File: src/hdl/risc32_pkg.sv
// Shared types, constants and decode function for the 32-bit instruction executor.
package risc32_pkg;

  localparam int unsigned DATA_WORDS_DEF = 4096;
  localparam int unsigned PC_W = 16;
  localparam int unsigned PLEN_W = 17;
  localparam int unsigned STEP_W = 24;
  localparam int unsigned REG_AW = 4;
  localparam int unsigned CFG_IDX_W = 1;
  localparam int unsigned CFG_DATA_W = 24;

  localparam logic [CFG_IDX_W-1:0] CFG_PROGRAM_LENGTH = 1'd0;
  localparam logic [CFG_IDX_W-1:0] CFG_STEP_LIMIT = 1'd1;

  localparam logic [STEP_W-1:0] STEP_LIMIT_RST = 24'd2000000;

  typedef logic [5:0] opcode_t;

  localparam opcode_t OP_ADD  = 6'h01;
  localparam opcode_t OP_SUB  = 6'h02;
  localparam opcode_t OP_AND  = 6'h03;
  localparam opcode_t OP_OR   = 6'h04;
  localparam opcode_t OP_XOR  = 6'h05;
  localparam opcode_t OP_SHL  = 6'h06;
  localparam opcode_t OP_SHR  = 6'h07;
  localparam opcode_t OP_SLT  = 6'h08;
  localparam opcode_t OP_MUL  = 6'h09;
  localparam opcode_t OP_ADDI = 6'h10;
  localparam opcode_t OP_LI   = 6'h11;
  localparam opcode_t OP_LW   = 6'h12;
  localparam opcode_t OP_SW   = 6'h13;
  localparam opcode_t OP_BEQ  = 6'h14;
  localparam opcode_t OP_BNE  = 6'h15;
  localparam opcode_t OP_JMP  = 6'h16;
  localparam opcode_t OP_JAL  = 6'h17;
  localparam opcode_t OP_JR   = 6'h18;
  localparam opcode_t OP_SYS  = 6'h1F;
  localparam opcode_t OP_HLT  = 6'h3F;

  localparam logic [1:0] PRINT_NONE = 2'd0;
  localparam logic [1:0] PRINT_CHAR = 2'd1;
  localparam logic [1:0] PRINT_INT  = 2'd2;

  localparam logic [31:0] SYS_HALT = 32'd0;
  localparam logic [31:0] SYS_PUTC = 32'd1;
  localparam logic [31:0] SYS_PUTI = 32'd2;

  localparam logic [REG_AW-1:0] REG_ZERO = 4'd0;
  localparam logic [REG_AW-1:0] REG_LINK = 4'd15;

  typedef struct packed {
    opcode_t           op;
    logic [REG_AW-1:0] rd;
    logic [REG_AW-1:0] rs;
    logic [REG_AW-1:0] rt;
    logic [31:0]       imm;
    logic [25:0]       target;
  } decode_t;

  typedef struct packed {
    logic              stop;
    logic [PC_W-1:0]   pc;
    logic [STEP_W-1:0] step;
    logic              wr_en;
    logic              ld_en;
    logic              st_en;
    logic [REG_AW-1:0] wr_rd;
    logic [31:0]       wr_data;
    logic [31:0]       mem_addr;
    logic [1:0]        print_kind;
    logic [31:0]       print_value;
  } ex_res_t;

  function automatic decode_t decode(input logic [31:0] w);
    decode_t d;
    d.op     = w[31:26];
    d.rd     = w[25:22];
    d.rs     = w[21:18];
    d.rt     = w[17:14];
    d.imm    = {{14{w[17]}}, w[17:0]};
    d.target = w[25:0];
    return d;
  endfunction

endpackage

File: src/hdl/risc32_regfile.sv
// Sixteen-entry register file in two banks with write-first registered reads.
module risc32_regfile (
  input  logic                          clk,
  input  logic                          we,
  input  logic [risc32_pkg::REG_AW-1:0] waddr,
  input  logic [31:0]                   wdata,
  input  logic                          ren,
  input  logic [risc32_pkg::REG_AW-1:0] raddr_s,
  input  logic [risc32_pkg::REG_AW-1:0] raddr_t,
  input  logic [risc32_pkg::REG_AW-1:0] raddr_d,
  output logic [31:0]                   rdata_s,
  output logic [31:0]                   rdata_t,
  output logic [31:0]                   rdata_d
);

  logic [31:0] bank_a [16];
  logic [31:0] bank_b [16];

  always_ff @(posedge clk) begin
    if (we) begin
      bank_a[waddr] <= wdata;
    end
    if (ren) begin
      rdata_s <= (we && waddr == raddr_s) ? wdata : bank_a[raddr_s];
      rdata_t <= (we && waddr == raddr_t) ? wdata : bank_a[raddr_t];
    end
  end

  always_ff @(posedge clk) begin
    if (we) begin
      bank_b[waddr] <= wdata;
    end
    if (ren) begin
      rdata_d <= (we && waddr == raddr_d) ? wdata : bank_b[raddr_d];
    end
  end

endmodule

File: config.mk
export PLATFORM = sky130hd
export DESIGN_NAME = risc32_regfile
export DESIGN_NICKNAME = d
export VERILOG_FILES = /design/src/hdl/risc32_pkg.sv /design/src/hdl/risc32_regfile.sv
export SDC_FILE = /design/constraint.sdc
export NUM_CORES = 1
export LEC_CHECK = 0
export BUFFER_PORTS_ARGS = -buffer_cell sky130_fd_sc_hd__buf_4
export CAP_MARGIN = 15
export CELL_PAD_IN_SITES_DETAIL_PLACEMENT = 1
export CELL_PAD_IN_SITES_GLOBAL_PLACEMENT = 1
export CORE_MARGIN = 2
export CORE_UTILIZATION = 59
export DETAILED_ROUTE_END_ITERATION = 8
export PLACE_DENSITY_LB_ADDON = 0.1
export RECOVER_POWER = 100
export SLEW_MARGIN = 5
export SYNTH_ARGS = -nofsm -noshare
export SYNTH_HDL_FRONTEND = slang
export SYNTH_SLANG_ARGS = --single-unit
File: constraint.sdc
create_clock -name clk -period 6.1 [get_ports clk]
set_input_delay 0 -clock clk [delete_from_list [all_inputs] [get_ports clk]]
set_output_delay 0 -clock clk [all_outputs]
set_load 0.02 [all_outputs]
## Yosys cells after proc, flatten, opt, wreduce, memory -nomap -nowiden

Memories as Yosys holds them, arrays and structs flattened. A register that Yosys moved wholly into a read port is not among the register bits.
Cells that the tools add are included.

| operators by class | value |
|---|---|
| muxes and demuxes | 2 |

Operators by type and width:

| cell | count |
|---|---|
| two-way mux 1 bit | 2 |

| word-level totals | value |
|---|---|
| memories | 2 |
| flip-flop bits (word level) | 0 |
| logic and storage cells | 4 |
| memory bits (writable) | 1,024 |
| output and inout bits | 96 |

Memories:

| memory | depth | bits a word | rd ports | clocked after memory_dff | write ports | RTL line | source |
|---|---|---|---|---|---|---|---|
| bank_a | 16 | 32 | 2 | 2 | 1 | risc32_regfile.sv:16 | `logic [31:0] bank_a [16];` |
| bank_b | 16 | 32 | 1 | 1 | 1 | risc32_regfile.sv:17 | `logic [31:0] bank_b [16];` |

## Depth between registers and ports, before layout

| depth | value |
|---|---|
| depth after elaboration | 2 |
| mapped depth | 7 |
| depth with buffers taken out | 4 |

## Worst setup path before layout

No wires, ideal clock.

| timing | value |
|---|---|
| path type | input port to flip-flop |
| from | in waddr[2] (netlist bit) |
| to | mem bank_b[0][0], enable pin |
| library setup time | 0.461 ns |
| arrival time | 2.899 ns |
| setup slack | 2.740 ns |
| path buffers | 1 |
| stages | 3 |
| cells stage by stage | clkbuf_1 -> or3b_2 -> nor3_1 |

RTL lines:

| item | RTL line | source |
|---|---|---|
| from (decl) | risc32_regfile.sv:5 | `input logic [risc32_pkg::REG_AW-1:0] waddr,` |
| to (decl) | risc32_regfile.sv:17 |  |

Straight into the memory's write port.

## Final worst setup path

| timing | value |
|---|---|
| from | in waddr[0] (netlist bit) |
| to | mem bank_b[11][0], enable pin |

Straight into the memory's write port.

==> key figures <==
Clock tree
  • Clock Latency Late Sink: 610 ps
  • Resize count post-CTS: 0
  • CTS tree: built
  • H-tree levels: 3
  • Clk root buf: clkbuf_16
  • Clock Path Buffers: 3
  • Post-CTS Repair Setup Buffers: 0
  • CTS Hold Buffers Added: 35
  • Clock sinks: between 600 and 700
  • CTS Buf Count: 67
  • Clock-pin slew on the worst setup and hold paths: 60 ps

Detailed routing
  • Initial DRT Pass Iterations: 5
  • Total wire length: just under 100000 um
  • WL per Instance: 39.6 um
  • # DRC: 0
  • Via Count: ~19000
  • DR iter-0 viols: ~2600
  • Detailed-route vias per instance: between 7 and 8
  • Final ANT Viol Nets: 0

Setup path
  • CP Capture Type: flip-flop
  • Critical Path RT: roughly 6300 ps
  • CP bufs+invs: 3
  • CP Class: in -> reg
  • Max stage delay on crit path: 1860 ps
  • Origin of the critical flop-to-flop path: bank_b[11][31]$_DFFE_PP_
  • Crit start category: input port
  • Most used cell, CP: clkbuf_1
  • R2r setup slk: about 4100 ps
  • Worst path slowest cell: clkbuf_1
  • Crit-path cells: dlygate4sd3_1 > clkbuf_1 > nand2_1 > nor2_1 > clkbuf_1
  • Delay-heaviest family, CP: buffers and inverters
  • Crit path launch: waddr[0]
  • CP max FO: 24
  • Worst EP arrival: 4390 ps

Power and ir drop
  • Reg power frac: 0.490
  • Max IR drop VDD: approximately 0.23 mV
  • Clk pwr share: 0.395
  • Pwr dens: between 200 and 300 mW/mm2
  • Leakage: 10.9 nW
  • Logic gate share of total power: 0.115
  • Cell-internal power: 7.47 mW
  • Sw frac: 0.243
  • Power Total: 9.87 mW
  • NetSw: approximately 2.4 mW

Finish
  • Nets@finish: between 1500 and 2000
  • Layout cells sized above 1: 0.351
  • Layout area overhead: 12.0%
  • Final Cell Area: between 0.03 and 0.04 mm2

Logic synthesis
  • Post-synth top area cell: edfxtp_1
  • Top area cells in the synthesized netlist: edfxtp_1, mux4_2, a22oi_1
  • Mapped cell area: 0.0307 mm2
  • Post-synth cell types: 20
  • Top post-synthesis cells by count: edfxtp_1, mux4_2, a22oi_1
  • Count of state elements after synthesis: between 600 and 700
  • Post-Synthesis Cells: roughly 1600
  • Post-Syn Nets: between 1500 and 2000
  • Most frequent cell after synthesis: edfxtp_1
  • Sequential fraction of the synthesis area: 0.594
  • Warnings from Yosys: 0
  • EDFF count, synth: slightly above 600
  • Synth Area per Inst: approximately 20 um2
  • Async SR Flop Fraction: 0
  • Share of the synthesized area in the top cell type: 0.594
  • Main flop type after synthesis: edfxtp_1

STA
  • Setup TNS: 0 ps
  • Hold_ws: between 40 and 50 ps
  • Slew Limit Headroom: -1.28
  • Setup slack after layout: 1870 ps
  • Slew Limit Fails: around 560
  • Tightest Pin Transition: between 3000 and 4000 ps
  • Final Cycle Share: 0.693
  • RSZ-0062 raised after global routing: no
  • Clock Skews: roughly 22 ps
  • Hold Fails Final Rpt: 0
  • Min Tclk post-route: around 4200 ps
  • Final setup viols: 0
  • Achievable clock frequency: 0.236 GHz

Die
  • Row Count: 83
  • I/O Pins: 147
  • Die Ht: approximately 230 um
  • Initial Util: 0.598
  • DIE AREA: around 0.054 mm2
  • Die X-Extent: between 200 and 250 um
  • Core region area: between 0.05 and 0.06 mm2

Global route
  • Total track usage: 0.373
  • GR Util met3: 0.0949
  • Pin count of the biggest net entering global routing: 88
  • GR Layer Usage met1: 0.485
  • Global routing's busiest layer: met2
  • Met2 global-route usage: 0.599
  • Initial antenna violation count: 0
  • First-pass GRT wire length: between 100000 and 150000 um
  • Gr ovfl total: 0
  • Vias in the first global route: between 20000 and 25000

Flow run
  • Max_cap viols: 23

Place
  • Placement Setup Slack: ~3100 ps
  • DP HPWL: around 53000 um
  • PortBufs: 146
  • Final GP Congestion: 0.811
  • Area after DPL: between 0.03 and 0.04 mm2

Min path
  • Worst Hold Launch: raddr_s[3]
  • Worst hold path class: in -> reg

Outcome
  • Outcome: finished, violations left
  • Failing checks: capacitance limit, slew limit
-- logic make-up after synthesis --
| family | synth area share |
|---|---|
| xor+xnor | 0.00342 |
| compound gates | 0.0454 |
| flops | 0.594 |
| simple gates | 0.0187 |
| mux | 0.319 |
| buf+inv | 0.0196 |
-- per-layer routing --
| metal | wire length [um] | up-vias |
|---|---|---|
| met2 | 48100 | 1434 |
| met3 | 11000 | 320 |
| met5 | 0 | - |
| li1 | - | 7208 |
| met1 | 33500 | 10017 |
| met4 | 4370 | 0 |
-- stage by stage --
| stage | util | instances |
|---|---|---|
| final | 0.670 | 2448 |
| after global routing | 0.670 | 2447 |
| after CTS | 0.683 | 2447 |
| after detailed placement | 0.636 | 2296 |
| after global placement | 0.636 | 2296 |
| after floorplan | - | 1563 |
-- layout make-up --
class	count	area (um2)
Clock buffer	85	1830
Clock inverter	31	219
Sequential cell	608	18300
Multi-Input combinational cell	815	12000
Antenna cell	1	2.50
Tap cell	680	851
Timing Repair Buffer	228	1310
Fill cell	4169	17000
-- power by group through the flow --
stage / Clock, mW / Sequential, mW / Combinational (mW)
4_1_cts: 3.91 / 4.83 / 1.20
5_1_grt: 4.05 / 4.85 / 1.19
2_1_floorplan: 0 / 4.97 / 0.649
6_report: 3.90 / 4.84 / 1.14
3_3_place_gp: 0 / 4.90 / 1.14
3_5_place_dp: 0 / 4.91 / 1.17
-- registers in the layout, summed over array words and instances (netlist names) --
signal / cells
rdata_s: 32
rdata_d: 32
rdata_t: 32
bank_a: 32
bank_b: 480
-- worst min-delay path, stage by stage --
cell,delay [ps]
buf_4,160
mux4_2,240
mux2_2,140
-- cell usage in the layout, fill, tap and decap left out, types with 8 or more instances in the layout --
| cell type | synthesis | routed |
|---|---|---|
| edfxtp_1 | 608 | 608 |
| clkbuf_16 | 0 | 71 |
| mux4_2 | 387 | 387 |
| buf_4 | 0 | 37 |
| xor2_1 | 9 | 9 |
| mux2_1 | 0 | 14 |
| nand2_1 | 97 | 97 |
| dlygate4sd3_1 | 0 | 35 |
| clkbuf_1 | 75 | 162 |
| mux2_2 | 96 | 82 |
| clkinv_1 | 0 | 14 |
| nor2_4 | 0 | 8 |
| a22oi_1 | 186 | 186 |
| clkinv_2 | 0 | 12 |
-- final timing paths --
check / cells past startpoint / to
worst min-delay path: 3 / rdata_s[30]$_DFFE_PP_
worst max-delay path: 5 / bank_b[11][0]$_DFFE_PP_
worst max register to register: 4 / rdata_d[31]$_DFFE_PP_
worst min register to register: 4 / rdata_s[0]$_DFFE_PP_
(Power assumes the default switching activity.)
