`config.mk`:
```
export PLATFORM = sky130hd
export DESIGN_NAME = risc32_execute
export DESIGN_NICKNAME = d
export VERILOG_FILES = /design/src/hdl/risc32_pkg.sv /design/src/hdl/risc32_execute.sv
export SDC_FILE = /design/constraint.sdc
export NUM_CORES = 2
export LEC_CHECK = 0
export BUFFER_PORTS_ARGS = -buffer_cell sky130_fd_sc_hd__clkbuf_2
export CAP_MARGIN = 40
export CORE_ASPECT_RATIO = 1.25
export CORE_UTILIZATION = 55
export DETAILED_ROUTE_END_ITERATION = 16
export GPL_TIMING_DRIVEN = 0
export PLACE_DENSITY = 0.75
export SYNTH_ARGS = -nofsm -noshare
export SYNTH_HDL_FRONTEND = slang
export SYNTH_SLANG_ARGS = --single-unit
```
`constraint.sdc`:
```
create_clock -name vclk -period 32.1
set_input_delay 6.42 -clock vclk [all_inputs]
set_output_delay 6.42 -clock vclk [all_outputs]
set_load 0.005 [all_outputs]
```
`src/hdl/risc32_pkg.sv`:
```
// Shared types, constants and decode function for the 32-bit instruction executor.
package risc32_pkg;

  localparam int unsigned DATA_WORDS_DEF = 4096;
  localparam int unsigned PC_W = 16;
  localparam int unsigned PLEN_W = 17;
  localparam int unsigned STEP_W = 24;
  localparam int unsigned REG_AW = 4;
  localparam int unsigned CFG_IDX_W = 1;
  localparam int unsigned CFG_DATA_W = 24;

  localparam logic [CFG_IDX_W-1:0] CFG_PROGRAM_LENGTH = 1'd0;
  localparam logic [CFG_IDX_W-1:0] CFG_STEP_LIMIT = 1'd1;

  localparam logic [STEP_W-1:0] STEP_LIMIT_RST = 24'd2000000;

  typedef logic [5:0] opcode_t;

  localparam opcode_t OP_ADD  = 6'h01;
  localparam opcode_t OP_SUB  = 6'h02;
  localparam opcode_t OP_AND  = 6'h03;
  localparam opcode_t OP_OR   = 6'h04;
  localparam opcode_t OP_XOR  = 6'h05;
  localparam opcode_t OP_SHL  = 6'h06;
  localparam opcode_t OP_SHR  = 6'h07;
  localparam opcode_t OP_SLT  = 6'h08;
  localparam opcode_t OP_MUL  = 6'h09;
  localparam opcode_t OP_ADDI = 6'h10;
  localparam opcode_t OP_LI   = 6'h11;
  localparam opcode_t OP_LW   = 6'h12;
  localparam opcode_t OP_SW   = 6'h13;
  localparam opcode_t OP_BEQ  = 6'h14;
  localparam opcode_t OP_BNE  = 6'h15;
  localparam opcode_t OP_JMP  = 6'h16;
  localparam opcode_t OP_JAL  = 6'h17;
  localparam opcode_t OP_JR   = 6'h18;
  localparam opcode_t OP_SYS  = 6'h1F;
  localparam opcode_t OP_HLT  = 6'h3F;

  localparam logic [1:0] PRINT_NONE = 2'd0;
  localparam logic [1:0] PRINT_CHAR = 2'd1;
  localparam logic [1:0] PRINT_INT  = 2'd2;

  localparam logic [31:0] SYS_HALT = 32'd0;
  localparam logic [31:0] SYS_PUTC = 32'd1;
  localparam logic [31:0] SYS_PUTI = 32'd2;

  localparam logic [REG_AW-1:0] REG_ZERO = 4'd0;
  localparam logic [REG_AW-1:0] REG_LINK = 4'd15;

  typedef struct packed {
    opcode_t           op;
    logic [REG_AW-1:0] rd;
    logic [REG_AW-1:0] rs;
    logic [REG_AW-1:0] rt;
    logic [31:0]       imm;
    logic [25:0]       target;
  } decode_t;

  typedef struct packed {
    logic              stop;
    logic [PC_W-1:0]   pc;
    logic [STEP_W-1:0] step;
    logic              wr_en;
    logic              ld_en;
    logic              st_en;
    logic [REG_AW-1:0] wr_rd;
    logic [31:0]       wr_data;
    logic [31:0]       mem_addr;
    logic [1:0]        print_kind;
    logic [31:0]       print_value;
  } ex_res_t;

  function automatic decode_t decode(input logic [31:0] w);
    decode_t d;
    d.op     = w[31:26];
    d.rd     = w[25:22];
    d.rs     = w[21:18];
    d.rt     = w[17:14];
    d.imm    = {{14{w[17]}}, w[17:0]};
    d.target = w[25:0];
    return d;
  endfunction

endpackage

```
`src/hdl/risc32_execute.sv`:
```
// Decode and execute of one instruction against forwarded operands and machine state.
module risc32_execute #(
  parameter int unsigned DATA_WORDS = risc32_pkg::DATA_WORDS_DEF
) (
  input  logic [31:0]                   inst,
  input  logic [31:0]                   a,
  input  logic [31:0]                   b,
  input  logic [31:0]                   c,
  input  logic [risc32_pkg::PC_W-1:0]   pc,
  input  logic [risc32_pkg::STEP_W-1:0] step,
  input  logic                          stopped,
  input  logic [risc32_pkg::PLEN_W-1:0] plen,
  input  logic [risc32_pkg::STEP_W-1:0] slimit,
  output risc32_pkg::ex_res_t           res
);

  localparam logic [31:0] DW = 32'(DATA_WORDS);

  risc32_pkg::decode_t     d;
  logic                    pre_stop;
  logic                    halt;
  logic                    post_stop;
  logic [risc32_pkg::STEP_W-1:0] step_inc;
  logic [31:0]             link;
  logic [31:0]             nxt;
  logic [31:0]             addr;
  logic                    in_range;
  logic                    wr;
  logic [31:0]             wval;
  logic [1:0]              pkind;
  logic [31:0]             pval;

  always_comb begin
    d        = risc32_pkg::decode(inst);
    pre_stop = stopped || ({1'b0, pc} >= plen) || (step >= slimit);
    step_inc = step + 24'd1;
    link     = {15'd0, {1'b0, pc} + 17'd1};
    addr     = a + d.imm;
    in_range = addr < DW;
    nxt      = link;
    halt     = 1'b0;
    wr       = 1'b0;
    wval     = '0;
    pkind    = risc32_pkg::PRINT_NONE;
    pval     = '0;

    unique case (d.op)
      risc32_pkg::OP_ADD: begin
        wr = 1'b1; wval = a + b;
      end
      risc32_pkg::OP_SUB: begin
        wr = 1'b1; wval = a - b;
      end
      risc32_pkg::OP_AND: begin
        wr = 1'b1; wval = a & b;
      end
      risc32_pkg::OP_OR: begin
        wr = 1'b1; wval = a | b;
      end
      risc32_pkg::OP_XOR: begin
        wr = 1'b1; wval = a ^ b;
      end
      risc32_pkg::OP_SHL: begin
        wr = 1'b1; wval = a << b[4:0];
      end
      risc32_pkg::OP_SHR: begin
        wr = 1'b1; wval = a >> b[4:0];
      end
      risc32_pkg::OP_SLT: begin
        wr = 1'b1; wval = {31'd0, $signed(a) < $signed(b)};
      end
      risc32_pkg::OP_MUL: begin
        wr = 1'b1; wval = a * b;
      end
      risc32_pkg::OP_ADDI: begin
        wr = 1'b1; wval = addr;
      end
      risc32_pkg::OP_LI: begin
        wr = 1'b1; wval = d.imm;
      end
      risc32_pkg::OP_LW: begin
        wr = in_range;
      end
      risc32_pkg::OP_SW: begin
        wr = 1'b0;
      end
      risc32_pkg::OP_BEQ: begin
        if (c == a) nxt = link + d.imm;
      end
      risc32_pkg::OP_BNE: begin
        if (c != a) nxt = link + d.imm;
      end
      risc32_pkg::OP_JMP: begin
        nxt = {6'd0, d.target};
      end
      risc32_pkg::OP_JAL: begin
        wr = 1'b1; wval = link; nxt = {6'd0, d.target};
      end
      risc32_pkg::OP_JR: begin
        nxt = a;
      end
      risc32_pkg::OP_SYS: begin
        priority if (d.imm == risc32_pkg::SYS_PUTC) begin
          pkind = risc32_pkg::PRINT_CHAR; pval = {24'd0, a[7:0]};
        end else if (d.imm == risc32_pkg::SYS_PUTI) begin
          pkind = risc32_pkg::PRINT_INT; pval = a;
        end else if (d.imm == risc32_pkg::SYS_HALT) begin
          halt = 1'b1;
        end else begin
          halt = 1'b0;
        end
      end
      risc32_pkg::OP_HLT: begin
        halt = 1'b1;
      end
      default: begin
        wr = 1'b0;
      end
    endcase

    post_stop = halt || (nxt >= {15'd0, plen}) || (step_inc >= slimit);

    res.stop        = pre_stop || post_stop;
    res.pc          = (pre_stop || post_stop) ? pc : nxt[15:0];
    res.step        = pre_stop ? step : step_inc;
    res.wr_rd       = (d.op == risc32_pkg::OP_JAL) ? risc32_pkg::REG_LINK : d.rd;
    res.wr_en       = !pre_stop && wr && (res.wr_rd != risc32_pkg::REG_ZERO);
    res.wr_data     = wval;
    res.ld_en       = !pre_stop && (d.op == risc32_pkg::OP_LW) && in_range;
    res.st_en       = !pre_stop && (d.op == risc32_pkg::OP_SW) && in_range;
    res.mem_addr    = addr;
    res.print_kind  = pre_stop ? risc32_pkg::PRINT_NONE : pkind;
    res.print_value = pre_stop ? 32'd0 : pval;
  end

endmodule

```
==> results of run 1 <==
-- cell families after synthesis --
group,synth area share
buffers and inverters,0.0969
AOI/OAI and AO/OA,0.189
and+or+nand+nor,0.185
muxes,0.0402
xor gates and xnor gates,0.0634
adders and majority gates,0.425
-- metal layers --
metal / track usage / overflow
met1: 0.737 / 1
met3: 0.545 / 8
met2: 0.940 / 171
met4: 0.730 / 102
met5: 0.160 / 1
-- through the flow --
step	area (um2)	hold WS, ps
after floorplan	29700	12870
after global placement	32400	13110
after detailed placement	33300	13120
after CTS	33300	13120
-- Yosys cell counts (39+ instances only) --
library cell / number
clkbuf_1: 169
xnor2_1: 160
nor3_1: 51
fa_1: 412
ha_1: 351
o211ai_1: 39
xor2_1: 55
o21ai_0: 191
nor4_1: 48
mux2i_1: 81
nand2b_1: 40
nand2_1: 420
a21o_1: 52
a221oi_1: 42
inv_1: 530
a21oi_1: 195
nor2_1: 504
nand3_1: 57
==> metrics.md, run 1 <==
| Metric | Value |
|---|---|
| Status | `stopped before the end` |
| GPL Wtd Cong | `1.22` |
| Die Span Y | `262 um` |
| Starting Density | `0.560` |
| Setup bufs post-CTS | `0` |
| Cell variety after synth | `94` |
| I/O Buffers | `354` |
| Mean Syn Cell Area | `7.54 um2` |
| Total GRT Usage | `0.734` |
| Rows | `94` |
| GRT Residual Overflow | `283` |
| Die width | `210 um` |
| Yosys Warn Count | `0` |
| Top cells by area, synth | `fa_1 (28%), ha_1 (15%), inv_1 (6.7%)` |
| Synth area leader | `fa_1` |
| Stop stage | `global routing` |
| Net Count, Synth | `4914` |
| Seq/Total Area, Yosys | `0` |
| Error | `[ERROR GRT-0116] Global routing finished with congestion. Check the congestion regions in the DRC Viewer.` |
| Post-cts sizing count | `0` |
| Largest net degree at the start of global routing | `22` |
| Dpl ws | `8570 ps` |
| First-pass GRT wire length | `294000 um` |
| Placed Instances | `5099` |
| Post-detail-place hpwl | `142000 um` |
| Synth Instances | `3941` |
| Vias in the first global route | `39400` |
| # IOs | `356` |
| Post-synth top area share | `0.278` |
| Hold buffer count at CTS | `0` |
| Post-Syn Area | `29700 um2` |
==> run 2: changes to the inputs <==
Settings changed: CORE_ASPECT_RATIO 1.25 to unset, CORE_UTILIZATION 55 to 40, PLACE_DENSITY 0.75 to unset, PLACE_DENSITY_LB_ADDON set to 0.15.
==> run 2 against run 1 <==
  * The flow now finishes, with violations (design-rule violations)
  * Area after synthesis unchanged
  * Synthesized cell count unchanged
==> metrics.md, run 2 <==
| Metric | Value |
|---|---|
| Maximum fanout along the worst path | `10` |
| Fraction of final layout cells sized beyond drive strength 1 | `0.115` |
| Post-cts sizing count | `0 (unchanged)` |
| Post-Syn Area | `29700 um2 (unchanged)` |
| Actual slew at the worst max-slew pin | `999 ps` |
| # fillers | `7638` |
| I/O Buffers | `354 (unchanged)` |
| Wire length on met3 | `23600 um` |
| Count leader, synth | `inv_1` |
| Worst Setup Path Type | `in -> out` |
| Synth Instances | `3941 (unchanged)` |
| Fin nets | `5340` |
| Setup bufs post-CTS | `0 (unchanged)` |
| Peak Freq | `0.0421 GHz` |
| Final setup vio count | `0` |
| Rows | `99 (+5.3%)` |
| GRT Residual Overflow | `0` |
| Synth area leader | `fa_1` |
| Area of the core | `73200 um2` |
| Routed vias | `33200` |
| Wire length on met1 | `69400 um` |
| Post-Route WL | `178000 um` |
| Routed Antenna Nets | `0` |
| Vias in the first global route | `32000` |
| Post-detail-place hpwl | `150000 um (+5.2%)` |
| Die area | `75400 um2` |
| CP arrival | `17310 ps` |
| Commonest non-fill, non-tap cell in the layout | `inv_1` |
| Slowest cell on crit path | `a2111oi_0` |
| Largest net degree at the start of global routing | `22` |
| Wire length per cell | `33.4 um` |
| Met2 Wirelength | `72000 um` |
| Cell variety after synth | `94 (unchanged)` |
| Iteration-0 DRC Markers | `3681` |
| Setup repair after global routing missed its margin | `false` |
| Period utilization | `0.739` |
| Final TNS setup | `0 ps` |
| Clock buffer count in the final layout | `0` |
| Area of the multi-input gates | `26800 um2` |
| Pre-Repair DR Iteration Count | `14` |
| Starting Density | `0.406 (-0.154)` |
| Hold crit path type | `in -> out` |
| Total GRT Usage | `0.466` |
| GPL Wtd Cong | `1.10 (-9.5%)` |
| Required time worst endpoint | `25680 ps` |
| Hold Vio Cnt, Final | `0` |
| Top cells by area, synth | `fa_1 (28%), ha_1 (15%), inv_1 (6.7%)` |
| CP peak stage delay | `760 ps` |
| CP delay by family, top | `adder cells` |
| DR vias/cell | `6.23` |
| Max-cap viol count | `0` |
| Failing checks | `design-rule violations` |
| Yosys Warn Count | `0 (unchanged)` |
| Startpoint types | `input pin` |
| Die Span Y | `275 um (+4.8%)` |
| P&R area growth vs syn | `13.1%` |
| Max layer used | `met5` |
| Most frequent cells in the layout | `inv_1 (530), nor2_1 (504), nand2_1 (420)` |
| First-pass GRT wire length | `245000 um` |
| Status | `complete, but fails checks` |
| # DRC | `22` |
| Final number of max-transition violations | `0` |
| Relative slew margins | `0.315` |
| Die width | `275 um (+31%)` |
| Post-synth top area share | `0.278 (unchanged)` |
| # IOs | `356 (unchanged)` |
| Hold buffer count at CTS | `0 (unchanged)` |
| CP dominant cell by count | `fa_1` |
| Mean Syn Cell Area | `7.54 um2 (unchanged)` |
| Setup crit end kind | `output pin` |
| Initial antenna violation count | `8` |
| CP bufs+invs | `13` |
| Post-synth top cells | `inv_1 (530), nor2_1 (504), nand2_1 (420), fa_1 (412), ha_1 (351)` |
| Seq cells | `0` |
| Reg area | `0 um2` |
| Seq/Total Area, Yosys | `0 (unchanged)` |
| Fin crit period | `23730 ps` |
| Net Count, Synth | `4914 (unchanged)` |
==> run 2: worst paths after layout <==
path	startpoint	to	slack, ps	cells past startpoint
hold / removal	inst[25]	res[101]	13120	3
setup / recovery	b[2]	res[97]	8370	32
==> run 2: layout make-up <==
| cell class | count | area share |
|---|---|---|
| diodes | 8 | 0.000596 |
| multi-input cells | 3180 | 0.799 |
| inverters | 545 | 0.0609 |
| repair buffers | 424 | 0.0788 |
| well taps | 959 | 0.0357 |
| plain buffers | 216 | 0.0250 |
==> run 2: kinds of logic after synthesis <==
logic type / share of synthesized area
simple gates: 0.185
compound gates: 0.189
fa+ha+maj: 0.425
buf+inv: 0.0969
xor+xnor: 0.0634
mux: 0.0402
==> run 2: stage by stage <==
stage | hold WS (ps) | setup slack, ps | instances | area, um2 | utilization
floorplan | 12870 | 11360 | 3941 | 29700 | -
global placement | 13120 | 7720 | 5254 | 32700 | 0.447
detailed placement | 13120 | 8720 | 5323 | 33600 | 0.459
CTS | 13120 | 8680 | 5323 | 33600 | 0.459
global route | 13140 | 8200 | 5325 | 33600 | 0.459
finish | 13120 | 8370 | 5332 | 33600 | 0.459
==> run 2: per-layer routing <==
layer	global-route usage	vias up
met2	0.665	2294
li1	-	14200
met3	0.169	520
met5	0	-
met1	0.597	16300
met4	0.281	6
